$ cat config.mk
export PLATFORM = sky130hd
export DESIGN_NAME = har_queue
export DESIGN_NICKNAME = d
export VERILOG_FILES = /design/src/hdl/har_pkg.sv /design/src/hdl/har_queue.sv
export SDC_FILE = /design/constraint.sdc
export NUM_CORES = 1
export LEC_CHECK = 0
export BUFFER_PORTS_ARGS = -buffer_cell sky130_fd_sc_hd__buf_2
export CELL_PAD_IN_SITES_DETAIL_PLACEMENT = 1
export CELL_PAD_IN_SITES_GLOBAL_PLACEMENT = 2
export CORE_UTILIZATION = 34
export DETAILED_ROUTE_END_ITERATION = 10
export PLACE_DENSITY_LB_ADDON = 0.05
export SETUP_SLACK_MARGIN = 0.5
export SYNTH_ARGS = -nofsm -noshare
export SYNTH_HDL_FRONTEND = slang
export SYNTH_SLANG_ARGS = --single-unit
$ cat constraint.sdc
create_clock -name clk -period 1.7 [get_ports clk]
set_input_delay 0 -clock clk [delete_from_list [all_inputs] [get_ports clk]]
set_output_delay 0 -clock clk [all_outputs]
set_load 0.05 [all_outputs]
$ cat src/hdl/har_pkg.sv
// ----------------------------------------------------------------------------
// har_pkg: shared constants, types and helpers of the Hermite resampler
// Default parameter values, the width of the step register, the job control
// struct that travels from the front part to the back part, and width helpers.
// ----------------------------------------------------------------------------
package har_pkg;

    localparam int SAMPLE_BITS_DEF  = 16;
    localparam int FRAC_BITS_DEF    = 16;
    localparam int MAX_UPSAMPLE_DEF = 16;

    // rate_step register: unsigned Q8.FRAC_BITS
    localparam int STEP_W = 24;

    // depth of the job queue between front and back
    localparam int QUEUE_DEPTH = 2;

    // control part of one interval job
    typedef struct packed {
        logic [1:0] rest;       // intervals of the same beat still to follow
        logic       flush_end;  // last interval of a buffer: clear position after it
    } job_ctl_t;

    localparam int JOB_CTL_W = $bits(job_ctl_t);

    // fraction bits kept for the interpolation
    function automatic int t_bits(input int sample_bits, input int frac_bits);
        int lim;
        begin
            lim = (56 - sample_bits) / 2;
            return (frac_bits < lim) ? frac_bits : lim;
        end
    endfunction

    // position accumulator width: holds position plus one step
    function automatic int pos_w(input int frac_bits);
        begin
            return ((STEP_W > frac_bits + 1) ? STEP_W : frac_bits + 1) + 1;
        end
    endfunction

    // job payload: here sample, k1, k2, k3
    function automatic int job_data_w(input int sample_bits);
        begin
            return sample_bits + (sample_bits + 1) + 2 * (sample_bits + 4);
        end
    endfunction

endpackage

$ cat src/hdl/har_queue.sv
// ----------------------------------------------------------------------------
// har_queue: short job queue
// Flip-flop FIFO that decouples the job builder from the interpolation back end.
// ----------------------------------------------------------------------------
module har_queue import har_pkg::*; #(
    parameter int WIDTH = 8,
    parameter int DEPTH = QUEUE_DEPTH
) (
    input  logic             clk,
    input  logic             rst_n,
    input  logic             wr_valid,
    output logic             wr_ready,
    input  logic [WIDTH-1:0] wr_data,
    output logic             rd_valid,
    input  logic             rd_ready,
    output logic [WIDTH-1:0] rd_data
);

    localparam int PTR_W = (DEPTH > 1) ? $clog2(DEPTH) : 1;
    localparam int CNT_W = $clog2(DEPTH + 1);

    logic [WIDTH-1:0] slot_reg [DEPTH];
    logic [PTR_W-1:0] wr_ptr_reg, rd_ptr_reg;
    logic [CNT_W-1:0] count_reg;
    logic             do_wr, do_rd;

    assign wr_ready = (count_reg != CNT_W'(DEPTH));
    assign rd_valid = (count_reg != '0);
    assign do_wr    = wr_valid && wr_ready;
    assign do_rd    = rd_valid && rd_ready;
    assign rd_data  = slot_reg[rd_ptr_reg];

    always_ff @(posedge clk)
    begin
        if (do_wr)
        begin
            slot_reg[wr_ptr_reg] <= wr_data;
        end
    end

    always_ff @(posedge clk or negedge rst_n)
    begin
        if (!rst_n)
        begin
            wr_ptr_reg <= '0;
            rd_ptr_reg <= '0;
            count_reg  <= '0;
        end
        else
        begin
            if (do_wr)
            begin
                wr_ptr_reg <= (wr_ptr_reg == PTR_W'(DEPTH - 1)) ? '0 : wr_ptr_reg + 1'b1;
            end
            if (do_rd)
            begin
                rd_ptr_reg <= (rd_ptr_reg == PTR_W'(DEPTH - 1)) ? '0 : rd_ptr_reg + 1'b1;
            end
            if (do_wr && !do_rd)
            begin
                count_reg <= count_reg + 1'b1;
            end
            else if (do_rd && !do_wr)
            begin
                count_reg <= count_reg - 1'b1;
            end
        end
    end

endmodule

# == Word-level counts from Yosys, hierarchy flattened ==
# Memories as Yosys holds them, arrays and structs flattened.
# Cells that the tools add are included.
# op_classes
n_addsub,4
n_eq_ne,1
muxes,6
reduce_logical,8
# ops
op,count
$logic_and 1x1->1,4
$mux 1,4
$mux 2,2
$reduce_bool 2->1,2
$add 1x1->1 const B,2
$add 2x1->2 const B,1
$logic_not 1->1,2
$ne 2x2->1 const B,1
$sub 2x1->2 const B,1
# totals
register_bits,4
ramBits,16
inputBits,12
out_inout_bits,10
wordCells,23
mem_count,1
# memory_table
memory,words,width,rd,rd_clocked_by_memory_dff,wr,line,source
slot_reg,2,8,1,0,1,har_queue.sv:22,logic [WIDTH-1:0] slot_reg [DEPTH];

# == Logic depth before layout (Yosys ltp) ==
# Gate-level depths: netlist (run 1).
# logic_depth
ltp_word,6
ltp_mapped,7
ltp_nobuf,7

# == Least setup slack after synthesis (run 1) ==
# OpenSTA, ideal clock, no wires.
# synth_path
path_kind,register to register
startpoint,reg count_reg[0]
endpoint,"mem slot_reg[0][0], enable pin"
setup_time_ns,0.370
t_arrival_ns,1.131
required_ns,1.330
setup_slack_ns,0.199
stages_incl_launch_ff,4
n_path_buf,0
synth_period_minus_slack_ns,1.501
cell_sequence,dfrtp_1 > nand2b_4 > nand2_1 > nor2_1
# synth_via
elab_chain_len,4
# synth_lines
element,line,source
from (decl),har_queue.sv:24,logic [CNT_W-1:0] count_reg;
from (signal assigned),har_queue.sv:61,count_reg <= count_reg + 1'b1;
from (signal assigned),har_queue.sv:65,count_reg <= count_reg - 1'b1;
$ne 2x2->1,har_queue.sv:27,assign wr_ready = (count_reg != CNT_W'(DEPTH));
named net wr_ready,har_queue.sv:12,"output logic wr_ready,"
$logic_and 1x1->1,har_queue.sv:29,assign do_wr = wr_valid && wr_ready;
$mux 1,har_queue.sv:35,if (do_wr)
$mux 1 (implied by the code),har_queue.sv:37,slot_reg[wr_ptr_reg] <= wr_data;
to (decl),har_queue.sv:22,
# The timed path passes the listed nets, and every way through them passes these cells.

# == Worst setup path after layout (run 1) ==
# layout_path
startpoint,reg count_reg[1]
endpoint,reg count_reg[1]
# layout_via
elab_chain_len,5
elab_cells_between_ends,13
classes_between,2 x add/sub; 1 x eq/ne; 2 x mux; 8 x reduce/logical
# layout_lines
element
"parallel branches: the longest is 5 deep, another holds $sub 2x1->2"
# Parallel ways; which one is timed is not known. The select of a mux whose other input is x is not followed.
# A chain may end at the register's enable or synchronous reset.

==> impl_metrics.json, run 1 <==
{
  "slew_headroom": 0.8273,
  "max_slew.worst_pin.slew_ps": 258.4,
  "worst_ir_drop_vdd_v": 0.001183,
  "avgViaCountPerCell": 4.298,
  "synth_top_area_share": 0.6105,
  "hold_viol": 0,
  "synth.area.top_cells": "edfxtp_1, dfrtp_1, mux2_2",
  "seqPwrFrac": 0.303,
  "required_ps": 1890,
  "synth.most_common_cell": "edfxtp_1",
  "overflow": 0,
  "fp-row-count": 17,
  "setup_ws_ps": 364.4,
  "p_per_area_mw_per_mm2": 1979,
  "p_comb_frac": 0.548,
  "nNetsFinal": 100,
  "critPathMaxFanout": 3,
  "netlist_area_um2": 787.0,
  "critPathLaunch": "count_reg[1]",
  "clk_latency_ps": 290,
  "slowest_stage": "dfrtp_1",
  "antenna_found_initial": 0,
  "synth_area_leader_cell": "edfxtp_1",
  "routabilityCongestion": 0.6639,
  "seq_area_frac_synth": 0.7377,
  "synth_fp_nets": 56,
  "drtIter0Drc": 0,
  "cts_htree_levels": 1,
  "r2r-start": "count_reg[1]",
  "stdcell_area_mm2": 0.001270,
  "p_sw_frac": 0.3700,
  "period_share": 0.7857,
  "final_util": 0.5797,
  "grt_pass1_vias": 507,
  "synth-seq-cells": 20,
  "grt_pass1_wl_um": 2297,
  "antenna_cells": 0,
  "die_w_um": 50.11,
  "crit_top_cell": "xor2_1",
  "clk_pin_slew_ps": 110,
  "dp_slack_ps": 338.1,
  "grt_start_max_net_pins": 13,
  "root_buffer": "clkbuf_4",
  "ys.flop_type": "edfxtp_1",
  "hold_ws_ps": 23.11,
  "first_pass_iters": 1,
  "clkPwrFrac": 0.148,
  "cp_cell_sequence": "or2_4, nand2_4, ha_4, xor2_1, nor2_1, xor2_1",
  "clock-sinks": 20,
  "p_sw_mw": 0.9297,
  "fillers": 213,
  "num_vias": 490,
  "area_delta_synth_final_pct": 61.37,
  "drt-total-wl_um": 1333,
  "core_area_mm2": 0.002191,
  "wire_per_inst_um": 11.69,
  "largest_reg_flops": 16,
  "dp_hpwl_um": 853.9,
  "min_path_type": "in -> async",
  "dp_cells": 91,
  "die_y_um": 50.11,
  "place_area_um2": 950.9,
  "setup_violations": 0,
  "async_reset_ff_frac": 0.2000,
  "numCtsBuffers": 3,
  "initial_core_util": 0.3592,
  "p_leak_nw": 0.5249,
  "clk_path_buf_depth": 2,
  "instances_no_fill": 114,
  "track_usage": 0.1272,
  "crit_type": "reg -> reg",
  "synth_edf_count": 16,
  "portBuffers": 21,
  "cp-end-kind": "register",
  "syn_avg_cell_area_um2": 18.30,
  "rsz0062_at_grt": "yes",
  "drive_gt1_frac": 0.6163,
  "status": "finished clean",
  "ant_nets": 0,
  "fmax_mhz": 748.7,
  "intPower_mw": 1.583,
  "cts_tree": "built",
  "cp_slowest_stage_delay_ps": 440,
  "synth_commonest_cells": "edfxtp_1, mux2_2, dfrtp_1",
  "dieArea_mm2": 0.002511,
  "clock_skew_ps": 1.923,
  "pin_count": 22,
  "final_max_slew_viol_count": 0,
  "p_total_mw": 2.513,
  "postSynthCellCount": 43,
  "critPathArrivalTime_ps": 1520,
  "maxCapViolCount": 0,
  "setup_tns_ps": 0,
  "drc": 0,
  "layout_min_cycle_time_ps": 1336,
  "startpoint_type": "register",
  "synth_cell_types": 14,
  "ys_warn_count": 0
}
## routing by layer
metal,global-route usage,vias up,wire length [um]
met4,0.02857,0,0
met5,0,-,0
met1,0.1538,236,548
met2,0.2133,12,738
met3,0.04630,0,46
li1,-,242,-
## cell families (layout without fill, tap and decap cells)
kind of cell               count (synthesis)  in the layout  synth area share
and+or+nand+nor                            7              7           0.06518
xor gates and xnor gates                   5              5           0.05565
buffers and inverters                      2             45           0.01112
DFF                                       20             20            0.7377
adders and majority gates                  1              1           0.01590
muxes                                      8              8            0.1145
## cell type report
| cell class | count | area (um2) | share of cell area |
|---|---|---|---|
| Sequential cell | 20 | 581.8 | 0.4581 |
| Timing Repair Buffer | 40 | 351.6 | 0.2768 |
| Multi-Input combinational cell | 21 | 245.2 | 0.1931 |
| Tap cell | 28 | 35.03 | 0.02759 |
| Clock inverter | 1 | 30.03 | 0.02365 |
| Clock buffer | 3 | 22.52 | 0.01773 |
| Inverter | 1 | 3.754 | 0.002956 |
## power by group through the flow
stage | logic (mW) | registers, mW | clock network [mW]
2_1_floorplan | 0.803 | 0.751 | 0
3_3_place_gp | 0.922 | 0.806 | 0
3_5_place_dp | 0.921 | 0.810 | 0
4_1_cts | 1.29 | 0.758 | 0.388
5_1_grt | 1.46 | 0.781 | 0.401
6_report | 1.38 | 0.763 | 0.373
## placed cells by master (no fill, tap or decap), drive strengths merged
cell type,count
mux2,8
nand2,2
xnor2,3
edfxtp,16
dfrtp,4
and3,1
ha,1
buf,31
clkbuf,3
bufinv,1
nand2b,1
dlygate4sd3,9
or2,1
xor2,2
nor2,2
inv,1
## worst max-delay path: cells and delay by family, from the launching register on
kind                     cells  cell delay (ps)
AND/OR/NAND/NOR              3              410
adder cells (fa/ha/maj)      1              120
flip-flops                   1              440
XOR/XNOR                     2              270
## timing repair
item / in CTS / in global routing
gates resized for setup: 22 / 12
endpoints found under the setup margin: 27 / 28
hold endpoints to repair: 20 / 0
hold buffers: 9 / 0
pin swaps: 4 / 0
setup buffers: 10 / 0
## final timing paths
| check | end | slack (ps) | cells after the start |
|---|---|---|---|
| max | count_reg[1] | 360 | 6 |
| min | count_reg[1] | 20 | 2 |
| max reg2reg | count_reg[1] | 360 | 6 |
| min reg2reg | wr_ptr_reg | 570 | 1 |
| max in group asynchronous | rd_ptr_reg | 1550 | 2 |
| min in group clk | rd_ptr_reg | 70 | 4 |
Power figures use the tool's default switching activity.
==> run 2: changes to the inputs <==
==> constraint.sdc (replaced) <==
create_clock -name clk -period 1.3 [get_ports clk]
set_input_delay 0 -clock clk [delete_from_list [all_inputs] [get_ports clk]]
set_output_delay 0 -clock clk [all_outputs]
set_load 0.05 [all_outputs]
==> run 2 against run 1 <==
  * The run now ends with setup timing left
  * First-iteration DRC count grew 4
  * Final area increased by 4.7%
  * Clock power shrank 23%
  * Critical path depth fell by 1
  * Die area stayed put
  * Highest routed layer is now met4
==> impl_metrics.json, run 2 (synthesis gave the netlist of run 1 again) <==
{
  "hold_ws_ps": 34.60,
  "p_comb_frac": 0.613,
  "core_area_mm2": 0.002191,
  "final_max_slew_viol_count": 0,
  "busiest_layer": "met2",
  "slew_headroom": 0.8301,
  "clk_latency_ps": 290,
  "fillers": 213,
  "nNetsFinal": 104,
  "die_w_um": 50.11,
  "status": "complete, but fails checks",
  "p_sw_mw": 1.300,
  "met2_usage": 0.2400,
  "wire_per_inst_um": 12.75,
  "drive_gt1_frac": 0.6667,
  "use_met1": 0.1584,
  "clk_pin_slew_ps": 110,
  "routabilityCongestion": 0.6751,
  "critPathMaxFanout": 8,
  "dieArea_mm2": 0.002511,
  "antenna_found_initial": 0,
  "largest_reg_flops": 16,
  "max_slew.worst_pin.slew_ps": 254.2,
  "ant_nets": 0,
  "stdcell_area_mm2": 0.001330,
  "place_area_mm2": 0.001011,
  "cts_htree_levels": 1,
  "die_y_um": 50.11,
  "root_buffer": "clkbuf_4",
  "clock_skew_ps": 6.629,
  "fp-row-count": 17,
  "setup_ws_ps": -57.44,
  "initial_core_util": 0.3592,
  "clk_path_buf_depth": 2,
  "area_delta_synth_final_pct": 69.00,
  "layout_min_cycle_time_ps": 1357,
  "numCtsBuffers": 3,
  "dp_slack_ps": -59.06,
  "fmax_mhz": 736.7,
  "pin_count": 22,
  "grt_pass1_wl_um": 2359,
  "min_path_type": "in -> async",
  "clkPwrFrac": 0.087,
  "dp_cells": 95,
  "final_cell_mix": "edfxtp_1, buf_6, buf_2, dlygate4sd3_1, mux2_4",
  "drc": 0,
  "clock-sinks": 20,
  "overflow": 0,
  "track_usage": 0.1385,
  "startpoint_type": "register",
  "required_ps": 1280,
  "avgViaCountPerCell": 4.263,
  "rsz0062_at_grt": "yes",
  "intPower_mw": 2.026,
  "period_share": 1.044,
  "p_sw_frac": 0.3909,
  "p_leak_nw": 0.5727,
  "antenna_cells": 0,
  "gr-usage-met3": 0.02778,
  "instances_no_fill": 118,
  "crit_type": "reg -> reg",
  "num_vias": 503,
  "cp-end-kind": "register",
  "critPathArrivalTime_ps": 1340,
  "worst_ir_drop_vdd_v": 0.001819,
  "portBuffers": 21,
  "r2r_slack_ps": -60,
  "violations": "setup timing",
  "grt_pass1_vias": 515,
  "final_common_cell": "edfxtp_1",
  "first_pass_iters": 4,
  "cts_tree": "built",
  "maxCapViolCount": 0,
  "drt-total-wl_um": 1505,
  "seqPwrFrac": 0.300,
  "grt_start_max_net_pins": 12,
  "setup_violations": 14,
  "p_per_area_mw_per_mm2": 2501,
  "hold_viol": 0,
  "drtIter0Drc": 4,
  "reg2reg_depth": 5
}
[run 2: cell count changes in the layout (fill, tap and decap cells not counted), sizes merged]
cell | previous run | this run
buf | 31 | 35
bufinv | 1 | 0
clkinv | 0 | 1
[run 2: repair_timing]
item                       in CTS  in global routing
setup endpoints to repair      30                 30
pin swaps                       4                  4
buffers inserted                6                  4
hold endpoints to repair       20                  0
hold buffers                    9                  0
resized for setup              31                  4
[run 2: worst max-delay path: stages, from the launching register on]
cell	delay, ps
dfrtp_1	440
nand2b_4	110
nand2_4	50
buf_4	130
buf_6	110
nor2_4	210
[run 2: per-stage QoR]
stage | power, mW | util | setup TNS [ps]
floorplan | 2.158 | - | -105.8
global placement | 2.415 | 0.4615 | -9.993
detailed placement | 2.431 | 0.4615 | -59.06
CTS | 3.207 | 0.5831 | -175.0
global route | 3.497 | 0.6071 | -1586
finish | 3.326 | 0.6071 | -498.9
[run 2: layer usage]
metal / part of all wire / vias to the layer above / routed length [um]
met5: 0 / - / 0
met1: 0.38 / 240 / 575
met3: 0.026 / 2 / 39
met4: 0.0066 / 0 / 10
met2: 0.58 / 13 / 878
li1: - / 248 / -
[run 2: path summary, 6_finish.rpt]
check,startpoint,endpoint
setup / recovery,count_reg[1],slot_reg[0][4]
hold / removal,rst_n,wr_ptr_reg
setup reg to reg,count_reg[1],slot_reg[0][4]
hold reg to reg,wr_ptr_reg,wr_ptr_reg
max in group asynchronous,rst_n,rd_ptr_reg
min in group clk,wr_valid,slot_reg[1][3]
[run 2: area by class of cell]
class | count | area (um2) | area share
clock buffers | 3 | 22.52 | 0.01693
clock inverters | 1 | 3.754 | 0.002822
inverters | 1 | 3.754 | 0.002822
multi-input cells | 21 | 292.8 | 0.2201
flip-flops and latches | 20 | 581.8 | 0.4374
well taps | 28 | 35.03 | 0.02634
repair buffers | 44 | 390.4 | 0.2935
[run 2: power groups by stage]
stage / sequential, mW / clock (mW) / combinational (mW)
3_5_place_dp: 1.07 / 0 / 1.36
4_1_cts: 0.997 / 0.297 / 1.91
3_3_place_gp: 1.06 / 0 / 1.35
6_report: 0.999 / 0.288 / 2.04
2_1_floorplan: 0.990 / 0 / 1.17
5_1_grt: 1.02 / 0.319 / 2.16
