`src/hdl/har_pkg.sv`:
```
// ----------------------------------------------------------------------------
// har_pkg: shared constants, types and helpers of the Hermite resampler
// Default parameter values, the width of the step register, the job control
// struct that travels from the front part to the back part, and width helpers.
// ----------------------------------------------------------------------------
package har_pkg;

    localparam int SAMPLE_BITS_DEF  = 16;
    localparam int FRAC_BITS_DEF    = 16;
    localparam int MAX_UPSAMPLE_DEF = 16;

    // rate_step register: unsigned Q8.FRAC_BITS
    localparam int STEP_W = 24;

    // depth of the job queue between front and back
    localparam int QUEUE_DEPTH = 2;

    // control part of one interval job
    typedef struct packed {
        logic [1:0] rest;       // intervals of the same beat still to follow
        logic       flush_end;  // last interval of a buffer: clear position after it
    } job_ctl_t;

    localparam int JOB_CTL_W = $bits(job_ctl_t);

    // fraction bits kept for the interpolation
    function automatic int t_bits(input int sample_bits, input int frac_bits);
        int lim;
        begin
            lim = (56 - sample_bits) / 2;
            return (frac_bits < lim) ? frac_bits : lim;
        end
    endfunction

    // position accumulator width: holds position plus one step
    function automatic int pos_w(input int frac_bits);
        begin
            return ((STEP_W > frac_bits + 1) ? STEP_W : frac_bits + 1) + 1;
        end
    endfunction

    // job payload: here sample, k1, k2, k3
    function automatic int job_data_w(input int sample_bits);
        begin
            return sample_bits + (sample_bits + 1) + 2 * (sample_bits + 4);
        end
    endfunction

endpackage

```
`src/hdl/har_if.sv`:
```
// ----------------------------------------------------------------------------
// har_if: sample and result stream interfaces
// Valid/ready channels; a beat moves at a rising edge with valid and ready high.
// ----------------------------------------------------------------------------
interface har_in_if import har_pkg::*; #(
    parameter int SAMPLE_BITS = SAMPLE_BITS_DEF
);
    logic                          valid;
    logic                          ready;
    logic signed [SAMPLE_BITS-1:0] in_sample;
    logic                          end_of_buffer;

    modport source (output valid, output in_sample, output end_of_buffer, input ready);
    modport sink   (input valid, input in_sample, input end_of_buffer, output ready);
endinterface


```
`src/hdl/har_front.sv`:
```
// ----------------------------------------------------------------------------
// har_front: sample intake and interval job builder
// Keeps the sample history, and for each beat emits zero to three interval
// jobs (neighbor coefficients plus control) toward the job queue.
// ----------------------------------------------------------------------------
module har_front import har_pkg::*; #(
    parameter int SAMPLE_BITS = SAMPLE_BITS_DEF
) (
    input  logic                                   clk,
    input  logic                                   rst_n,
    har_in_if.sink                                 samples,
    output logic                                   job_valid,
    input  logic                                   job_ready,
    output job_ctl_t                               job_ctl,
    output logic [job_data_w(SAMPLE_BITS)-1:0]     job_data
);

    localparam int S   = SAMPLE_BITS;
    localparam int K_W = S + 4;

    logic signed [S-1:0] hist0_reg, hist1_reg, hist2_reg, hist3_reg;
    logic [1:0]          seen_reg;
    logic [1:0]          snap_seen_reg;
    logic [1:0]          d_reg;
    logic                eob_reg;
    logic                pend_reg;

    logic                accept;
    logic                push;
    logic signed [S-1:0] left, here, right, far;
    logic signed [K_W-1:0] l_x, h_x, r_x, f_x, hr_x;
    logic signed [S:0]     k1;
    logic signed [K_W-1:0] k2, k3;

    assign samples.ready = !pend_reg;
    assign accept        = samples.valid && !pend_reg;
    assign push          = pend_reg && job_ready;
    assign job_valid     = pend_reg;

    // pick the four neighbors of the interval d samples behind the newest
    always_comb
    begin
        case (d_reg)
            2'd2:
            begin
                here  = hist2_reg;
                right = hist1_reg;
                far   = hist0_reg;
                left  = (snap_seen_reg >= 2'd3) ? hist3_reg : hist2_reg;
            end
            2'd1:
            begin
                here  = hist1_reg;
                right = hist0_reg;
                far   = hist0_reg;
                left  = (snap_seen_reg >= 2'd2) ? hist2_reg : hist1_reg;
            end
            2'd0:
            begin
                here  = hist0_reg;
                right = hist0_reg;
                far   = hist0_reg;
                left  = (snap_seen_reg >= 2'd1) ? hist1_reg : hist0_reg;
            end
            default:
            begin
                here  = '0;
                right = '0;
                far   = '0;
                left  = '0;
            end
        endcase
    end

    assign l_x  = K_W'(left);
    assign h_x  = K_W'(here);
    assign r_x  = K_W'(right);
    assign f_x  = K_W'(far);
    assign hr_x = h_x - r_x;

    assign k1 = (S + 1)'(right) - (S + 1)'(left);
    assign k2 = (l_x <<< 1) - ((h_x <<< 2) + h_x) + (r_x <<< 2) - f_x;
    assign k3 = (f_x - l_x) + (hr_x <<< 1) + hr_x;

    assign job_ctl.rest      = eob_reg ? d_reg : 2'd0;
    assign job_ctl.flush_end = eob_reg && (d_reg == 2'd0);
    assign job_data          = {here, k1, k2, k3};

    always_ff @(posedge clk or negedge rst_n)
    begin
        if (!rst_n)
        begin
            hist0_reg     <= '0;
            hist1_reg     <= '0;
            hist2_reg     <= '0;
            hist3_reg     <= '0;
            seen_reg      <= '0;
            snap_seen_reg <= '0;
            d_reg         <= '0;
            eob_reg       <= 1'b0;
            pend_reg      <= 1'b0;
        end
        else if (accept)
        begin
            hist0_reg     <= samples.in_sample;
            hist1_reg     <= hist0_reg;
            hist2_reg     <= hist1_reg;
            hist3_reg     <= hist2_reg;
            snap_seen_reg <= seen_reg;
            eob_reg       <= samples.end_of_buffer;
            pend_reg      <= samples.end_of_buffer || (seen_reg >= 2'd2);
            if (samples.end_of_buffer)
            begin
                d_reg <= (seen_reg >= 2'd2) ? 2'd2 : seen_reg;
            end
            else
            begin
                d_reg <= 2'd2;
                if (seen_reg != 2'd3)
                begin
                    seen_reg <= seen_reg + 2'd1;
                end
            end
        end
        else if (push)
        begin
            if (!eob_reg)
            begin
                pend_reg <= 1'b0;
            end
            else if (d_reg == 2'd0)
            begin
                // buffer done: drop history, restart
                pend_reg  <= 1'b0;
                hist0_reg <= '0;
                hist1_reg <= '0;
                hist2_reg <= '0;
                hist3_reg <= '0;
                seen_reg  <= '0;
            end
            else
            begin
                d_reg <= d_reg - 2'd1;
            end
        end
    end

endmodule

```
`src/flat_wrapper.sv`:
```
// flat-port wrapper written by rule: the top's interface ports become plain ports
module har_front_flat import har_pkg::*;
#(
    parameter int SAMPLE_BITS = SAMPLE_BITS_DEF
)
  (clk, rst_n, job_valid, job_ready, job_ctl, job_data, samples_valid, samples_in_sample, samples_end_of_buffer, samples_ready);
  har_in_if #(.SAMPLE_BITS(SAMPLE_BITS)) samples_i ();
  input  logic clk;
  input  logic rst_n;
  output logic job_valid;
  input  logic job_ready;
  output job_ctl_t job_ctl;
  output logic [job_data_w(SAMPLE_BITS)-1:0] job_data;
  input wire logic [$bits(samples_i.valid)-1:0] samples_valid;
  input wire logic [$bits(samples_i.in_sample)-1:0] samples_in_sample;
  input wire logic [$bits(samples_i.end_of_buffer)-1:0] samples_end_of_buffer;
  output wire logic [$bits(samples_i.ready)-1:0] samples_ready;
  assign samples_i.valid = samples_valid;
  assign samples_i.in_sample = samples_in_sample;
  assign samples_i.end_of_buffer = samples_end_of_buffer;
  assign samples_ready = samples_i.ready;
  har_front #(.SAMPLE_BITS(SAMPLE_BITS)) u_core (.clk(clk), .rst_n(rst_n), .samples(samples_i), .job_valid(job_valid), .job_ready(job_ready), .job_ctl(job_ctl), .job_data(job_data));
endmodule
```
`config.mk`:
```
export PLATFORM = sky130hd
export DESIGN_NAME = har_front_flat
export DESIGN_NICKNAME = d
export VERILOG_FILES = /design/src/hdl/har_pkg.sv /design/src/hdl/har_if.sv /design/src/hdl/har_front.sv /design/src/flat_wrapper.sv
export SDC_FILE = /design/constraint.sdc
export NUM_CORES = 1
export LEC_CHECK = 0
export ABC_AREA = 1
export BUFFER_PORTS_ARGS = -buffer_cell sky130_fd_sc_hd__buf_2
export CAP_MARGIN = 10
export CORE_ASPECT_RATIO = 0.9
export CORE_MARGIN = 3
export CORE_UTILIZATION = 62
export DETAILED_ROUTE_END_ITERATION = 10
export PLACE_DENSITY = 0.93
export SYNTH_ARGS = -nofsm -noshare
export SYNTH_HDL_FRONTEND = slang
export SYNTH_SLANG_ARGS = --single-unit
```
`constraint.sdc`:
```
create_clock -name clk -period 5.8 [get_ports clk]
set_clock_uncertainty 0.2 [all_clocks]
set_input_delay 0.58 -clock clk [delete_from_list [all_inputs] [get_ports clk]]
set_output_delay 0.58 -clock clk [all_outputs]
set_load 0.01 [all_outputs]
```
* Yosys cells after proc, flatten, opt, wreduce, memory -nomap -nowiden
Index checks and enable logic that the tools add are counted.
Operators by class: reduce and logical (&&, ||, !) cells 15, mux-type cells 31, $lt $le $gt $ge 4, equal/unequal tests 7, add/sub/neg operators 11
Operator list (count):
- two-way mux 16 bit | 11
- case mux 16 bit (3 select lines) | 2
- subtractor 16 x 16 -> 17 bit | 3
- adder 20 bit | 2
- case mux 16 bit (2 select lines) | 1
- two-way mux 2 bit | 13
- adder 20 x 18 -> 20 bit | 1
- subtractor 17 x 19 -> 20 bit | 1
- subtractor 20 x 16 -> 20 bit | 1
- adder 18 x 16 -> 19 bit | 1
- >= comparator 2 bit (second input constant) | 3
- inequality test 2 bit (second input constant) | 3
- AND reduction 3 bit | 2
- nonzero test 2 bit | 3
- AND reduction 5 bit | 1
- two-way mux 1 bit | 4
- logical AND 1 bit | 3
- inequality test 3 bit (second input constant) | 1
- OR reduction 3 bit | 1
- adder 2 x 1 -> 2 bit (second input constant) | 1
- equality test 2 x 1 -> 1 bit (second input constant) | 1
- equality test 2 bit (second input constant) | 1
- >= comparator 2 x 1 -> 1 bit (second input constant) | 1
- zero test 2 bit | 1
- other kinds (6) | 6
Word-level totals: word-level logic and storage cells 77, flip-flop bits (word level) 72, output and inout bits 78, input port bits 21

* Logic depth before layout (Yosys ltp)
Gate-level depths: netlist (run 1).
depth after elaboration 6, mapped depth 31, depth with buffers taken out 29

* Worst setup path after synthesis (run 1)
No wires, ideal clock.
path type register to output, start point register u_core.d_reg[0], end point output port job_data[19], data required time 5.020 ns, stages on the path, launching flop included 31, setup slack 0.614 ns, path buffers 2, data arrival time 4.406 ns, cells stage by stage dfrtp_1 -> inv_1 -> ha_1 -> buf_6 -> buf_2 -> nand2_1 -> o21ai_1 -> o21ai_0 -> a31oi_1 -> ha_1 -> inv_1 -> fa_1 -> nand2_1 -> nand2_1 -> and2_2 -> nand3_1 -> nand3_1 -> nand2_1 -> nand2_1 -> nand2_1 -> nand2_1 -> fa_1 -> inv_1 -> ha_1 -> nand2_1 -> inv_1 -> a21oi_1 -> nand3_2 -> nand3_1 -> nand3b_1 -> nand2_1
On the way: longest elaborated chain between the ends 6, elaborated cells on any way between the ends 13, classes of those cells add/sub: 4; eq/ne: 2; mux: 4; reduce/logical: 3
RTL lines:
- from (decl) | RTL line har_front.sv:24 | logic [1:0] d_reg;
- from (signal assigned) | RTL line har_front.sv:114 | d_reg <= (seen_reg >= 2'd2) ? 2'd2 : seen_reg;
- from (signal assigned) | RTL line har_front.sv:143 | d_reg <= d_reg - 2'd1;
- equality test 2 x 1 -> 1 bit (tied with other cells) | RTL line har_front.sv:43 | case (d_reg)
- OR reduction 2 bit (no line) or OR reduction 3 bit (tied branches)
- case mux 16 bit (2 select lines) or two-way mux 16 bit (tied branches) | RTL line har_front.sv:43
- subtractor 16 x 16 -> 17 bit (on tied branches) | RTL line har_front.sv:79, har_front.sv:83
- adder 20 bit | RTL line har_front.sv:83 | assign k3 = (f_x - l_x) + (hr_x <<< 1) + hr_x;
- adder 20 bit (*) | RTL line har_front.sv:83
- to (decl) | RTL line flat_wrapper.sv:13 | output logic [job_data_w(SAMPLE_BITS)-1:0] job_data;
Mark *: on every way between the ends. The rest lies on a longest branch, timed or not.

* Final worst setup path (run 1)
start point register u_core.d_reg[1], end point output port job_data[28]
On the way: longest elaborated chain between the ends 6, elaborated cells on any way between the ends 13, classes of those cells add/sub: 4; eq/ne: 2; mux: 4; reduce/logical: 3
RTL lines:
- equality test 2 x 1 -> 1 bit (tied with other cells) | RTL line har_front.sv:43
- case mux 16 bit (3 select lines) | RTL line har_front.sv:43
- adder 18 x 16 -> 19 bit | RTL line har_front.sv:82 | assign k2 = (l_x <<< 1) - ((h_x <<< 2) + h_x) + (r_x <<< 2) - f_x;
- subtractor 17 x 19 -> 20 bit | RTL line har_front.sv:82
- adder 20 x 18 -> 20 bit | RTL line har_front.sv:82
- subtractor 20 x 16 -> 20 bit (*) | RTL line har_front.sv:82
Marks and branches as above.

==> results.toml, run 1 <==
[timing]
worst_pin_slew_ps = 1250
period_needed_ps = 5760
final-setup-viol-count = 0
slew_violations = 0
final.period_utilization_pct = 99.4
final-hold-violation-count = 0
relSlewSlack_pct = 16.7
max_freq_ghz = 0.173

[worst_setup_path]
crit_path_end_kind = "output pin"
regToRegStartpoint = "u_core.d_reg[0]"
critPathArrivalTime_ps = 4980
path_max_fanout = 9
r2r-end = "u_core.hist0_reg[2]"
reg2regPathDepth = 8
path_class = "reg -> out"
rrSetupSlack_ps = 3030
crit_required_ps = 5020
cp-start-kind = "flip-flop"

[route]
wirelength_um = 33100
vias = 11308
drc = 0
firstDrtPassIters = 8
vias_per_cell = 6.13
ant_nets = 0
route.detailed.wl_per_inst_um = 18.0
drt_iter0_drc = 1479

[placed_design]
numPortBuffers = 98
gp_routability_congestion = 1.02
post_dp_cell_area_um2 = 11200
hpwl_um = 24800

[logic_synthesis]
synth_mux_area_share_pct = 0
ys_ff_latch = 72
ys_seq_area_share_pct = 17.3
synthCells = 1513
yosys.area_share.adder_pct = 24.7
syn_nets = 1698
yosys.cell_types.count = 41
synth-xor-area-share_pct = 3.77
yosys_warnings = 0
syn_area_um2 = 10400
synth_top_family_by_area = "adder cells"
yosys-top-cells-area = "dfrtp_1, fa_1, nand2_1, ha_1, inv_1"
yosys.area.top_type = "dfrtp_1"
synth.avg_cell_area_um2 = 6.90
synth.top_cell.area_share_pct = 17.3
synth_compound_area_share_pct = 18.0
synth-simple-area-share_pct = 23.1

[clock_tree]
cts_root_buf = "clkbuf_16"
clk_path_buf_depth = 2
cts_made_buffers = 9
tritoncts = "yes"
htree_levels = 3
clk_latency_ps = 350
numClockSinks = 72
path_clk_slew_ps = 60

[grt]
grt_usage_pct = 33.7
antenna_found_initial = 1
grt-ovfl-total = 0
grt_first_pass_wirelength_um = 50000
grt_max_degree = 73
grt_pass1_vias = 9991

[outcome]
outcome = "complete, no violations"

[floorplan]
initial_core_util_pct = 64.1
die_w_um = 143
die_h_um = 129
pin_count = 99
die-area_um2 = 18400
rows = 44
coreArea_um2 = 16300

[layout]
post-route-util_pct = 74.7
syn_to_final_growth_pct = 16.5
drive_gt1_share_pct = 19.1
n_antenna_cell = 0
nNetsFinal = 1818
fin_area_um2 = 12200

[job]
maxCapViolations = 0

[min_path]
hp-class = "in -> async"
==> cells in the final DEF, fill, tap and decap left out, types with 18 or more instances in the layout <==
master	Yosys	layout
a21oi_1	100	87
buf_2	11	98
buf_4	4	42
dfrtp_1	72	70
fa_1	70	67
ha_1	94	68
ha_4	0	18
inv_1	291	284
nand2_1	357	334
nand2_2	9	32
nand3_1	89	87
nor2_1	91	80
o21ai_0	84	79
o22ai_1	60	55
xor2_1	24	23
==> cell type report <==
cell class	count	area (um2)
Tap cell	207	259
Fill cell	1199	4130
Inverter	297	1120
Sequential cell	72	1800
Timing Repair Buffer	147	892
Clock inverter	7	62.6
Multi-Input combinational cell	1106	7800
Clock buffer	9	225
==> cell usage after synthesis, drive strengths merged <==
cell and count:
a31oi 5, xor2 24, o21a 5, o221ai 16, nand3b 8, nor4 3, and2 3, inv 297
nor3 4, o21bai 9, o21ai 113, buf 26, xnor2 21, nand3 94, a21boi 1, a21o 11
dfrtp 72, fa 70, ha 94, o22ai 60, a21oi 101, nor2 93, clkbuf 12, nand2 367
nand4 4
==> layer usage <==
metal  share of wire, %  vias up  routed length, um  GRT usage, %
met5              0.027        -                  9             0
li1                   -     5128                  -             -
met4                4.1        2               1370          11.4
met1                 40     5237              13200          47.5
met2                 45      799              14800          51.4
met3                 12      142               3820          7.82
==> repair_timing <==
action | 4_1_cts | 5_1_grt
hold endpoints to repair | 0 | 0
resized for setup | 21 | 113
endpoints found under the setup margin | 20 | 24
buffers inserted | 0 | 11
hold buffers | 0 | 0
cloned | 0 | 0
pin swaps | 3 | 17
==> kinds of logic (layout without fill, tap and decap cells) <==
family	Yosys count	count (layout)
AND/OR/NAND/NOR	576	576
XOR/XNOR	45	45
adder cells (fa/ha/maj)	164	164
AO/OA/AOI/OAI	321	321
buffers and inverters	335	460
flip-flops	72	72
==> worst max-delay path, stage by stage (launching register included) <==
cell	delay, ps
dfrtp_2	440
buf_4	170
ha_4	160
inv_4	80
o221ai_1	210
nand2_1	170
buf_4	200
fa_1	540
inv_1	50
ha_1	280
inv_1	70
fa_1	600
ha_4	200
inv_1	60
fa_2	370
o21ai_2	250
nand2_1	90
nand2_1	170
xor2_1	320
buf_2	200
==> through the flow <==
stage / std cells / setup TNS, ps / setup WS (ps) / hold slack [ps]
after floorplan: 1513 / 0 / 614 / 84.4
after global placement: 1818 / 0 / 277 / 264
after detailed placement: 1818 / 0 / 134 / 280
after CTS: 1834 / -4.12 / -4.12 / 234
after global routing: 1845 / -1120 / -155 / 250
final: 1845 / 0 / 35.5 / 232
==> worst max-delay path by stage <==
stage / startpoint / to / slack, ps / depth (start not counted)
after floorplan: u_core.d_reg[0] / job_data[19] / 610 / 30
after global placement: u_core.d_reg[1] / job_data[17] / 280 / 30
after detailed placement: u_core.d_reg[1] / job_data[19] / 130 / 30
after CTS: u_core.d_reg[0] / job_data[19] / -4 / 30
after global routing: u_core.d_reg[0] / job_data[19] / -160 / 29
final: u_core.d_reg[1] / job_data[28] / 40 / 19
Power of run 1 is left out: the tool's default activity adds up to more than one toggle a clock period on the data nets, which glitch-free logic cannot reach.
==> run 2, diff against run 1 <==
--- a/config.mk
+++ b/config.mk
@@ -6,7 +6,7 @@
 export NUM_CORES = 1
 export LEC_CHECK = 0
 export ABC_AREA = 1
-export BUFFER_PORTS_ARGS = -buffer_cell sky130_fd_sc_hd__buf_2
+export BUFFER_PORTS_ARGS = -buffer_cell sky130_fd_sc_hd__buf_4
 export CAP_MARGIN = 10
 export CORE_ASPECT_RATIO = 0.9
 export CORE_MARGIN = 3
==> run 2 against run 1 <==
Effect of this change:
- final area rose by 4.9%
- first-iteration DRC count rose by 1.1%
- fmax grew 0.76%
- critical path type unchanged
- critical endpoint is now job_data[18]
==> results.toml, run 2 (synthesis results as in run 1) <==
[worst_setup_path]
cp-start-kind = "flip-flop"
path_max_fanout = 9
crit_required_ps = 5020
crit_start = "u_core.d_reg[0]"
path_delay_family = "adder cells"
crit_buf_inv = 8
critPathMaxStageDelay_ps = 480
path_class = "reg -> out"
regToRegStartpoint = "u_core.job_valid"
r2r-end = "u_core.seen_reg[0]"
path_common_cell = "inv_1"
critPathArrivalTime_ps = 4940
reg2regPathDepth = 6
crit_path_end_kind = "output pin"
crit_cells = 25
rrSetupSlack_ps = 3350
slowest_stage = "fa_1"
crit_end = "job_data[18]"

[grt]
grt_pass1_vias = 10223
grt_usage_pct = 34.6
antenna_found_initial = 0
grt-ovfl-total = 0
grt_first_pass_wirelength_um = 51100
grt_max_degree = 73

[floorplan]
rows = 44
pin_count = 99
coreArea_um2 = 16300
die_w_um = 143
initial_core_util_pct = 64.1
die_h_um = 129
die-area_um2 = 18400

[route]
drt_iter0_drc = 1496
ant_nets = 0
highest_layer = "met4"
vias_per_cell = 6.07
wl_met2_um = 15500
vias = 11240
drc = 0
wl_met1_um = 14100
route.met3.wl_um = 3650
route.detailed.wl_per_inst_um = 18.5
wirelength_um = 34300
firstDrtPassIters = 6

[timing]
relSlewSlack_pct = 33.4
final-setup-viol-count = 0
max_freq_ghz = 0.175
slew_violations = 0
fin_hold_ws_ps = 191
worst_pin_slew_ps = 998
final.period_utilization_pct = 98.6
grt_setup_unrepaired = "true"
period_needed_ps = 5720
final-hold-violation-count = 0

[clock_tree]
clk_latency_ps = 340
path_clk_slew_ps = 50
htree_levels = 3
clk_path_buf_depth = 2
cts_root_buf = "clkbuf_16"
cts_hold_buf = 0
tritoncts = "yes"
numClockSinks = 72
cts_made_buffers = 9

[min_path]
hp-class = "in -> async"

[outcome]
outcome = "complete, no violations"

[layout]
drive_gt1_share_pct = 22.8
nNetsFinal = 1828
layout_commonest_cell = "nand2_1"
fin_cells = 1853
final_cell_mix = "nand2_1, inv_1, buf_4"
syn_to_final_growth_pct = 22.2
fill_cells = 1135
n_antenna_cell = 0

[placed_design]
placed_cells = 1823
numPortBuffers = 98
hpwl_um = 25900
gp_routability_congestion = 1.00

[job]
maxCapViolations = 0
-- run 2: cell types whose count changed in the layout (fill, tap and decap cells not counted), moves of 6 or more --
cell     before  now
nand2_2      32   46
o22ai_2       4   10
ha_2          8   15
o22ai_1      55   47
nand2_1     334  319
inv_2         9   20
buf_2        98    0
buf_4        42  150
inv_1       284  274
ha_1         68   57
-- run 2: worst min path at each step --
stage / slack (ps) / endpoint
6_report: 190 / u_core.hist3_reg[13]
3_3_place_gp: 260 / u_core.hist3_reg[9]
3_5_place_dp: 310 / u_core.hist3_reg[9]
2_1_floorplan: 80 / u_core.d_reg[0]
4_1_cts: 210 / u_core.hist3_reg[13]
5_1_grt: 240 / u_core.hist0_reg[12]
-- run 2: metal layers --
| layer | global-route usage, % | up-vias |
|---|---|---|
| li1 | - | 5142 |
| met4 | 11.7 | 0 |
| met3 | 6.09 | 108 |
| met5 | 0 | - |
| met2 | 53.4 | 741 |
| met1 | 49.5 | 5249 |
-- run 2: metrics by stage --
| step | area [um2] | TNS [ps] | utilization [%] | setup slack, ps |
|---|---|---|---|---|
| finish | 12800 | 0 | 78.3 | 79.2 |
| floorplan | 10400 | 0 | - | 614 |
| CTS | 12000 | 0 | 73.8 | 5.84 |
| global route | 12800 | -1150 | 78.3 | -163 |
| detailed placement | 11500 | 0 | 70.7 | 5.76 |
| global placement | 11500 | 0 | 70.7 | 103 |
-- run 2: layout make-up --
cell class | instances | area [um2] | area share, %
multi-input combinational | 1106 | 8070 | 63.3
clock buffer | 13 | 250 | 1.96
clock inverter | 1 | 5.00 | 0.0392
inverter | 297 | 1120 | 8.80
timing repair buffer | 157 | 1250 | 9.78
sequential | 72 | 1800 | 14.1
tap | 207 | 259 | 2.03
-- run 2: timing repair --
item,CTS,global route
endpoints found under the hold margin,0,0
pin swaps,3,24
cloned,0,1
setup endpoints to repair,23,24
buffers inserted,7,8
resized for setup,40,155
Power of run 2 is left out for the same reason.
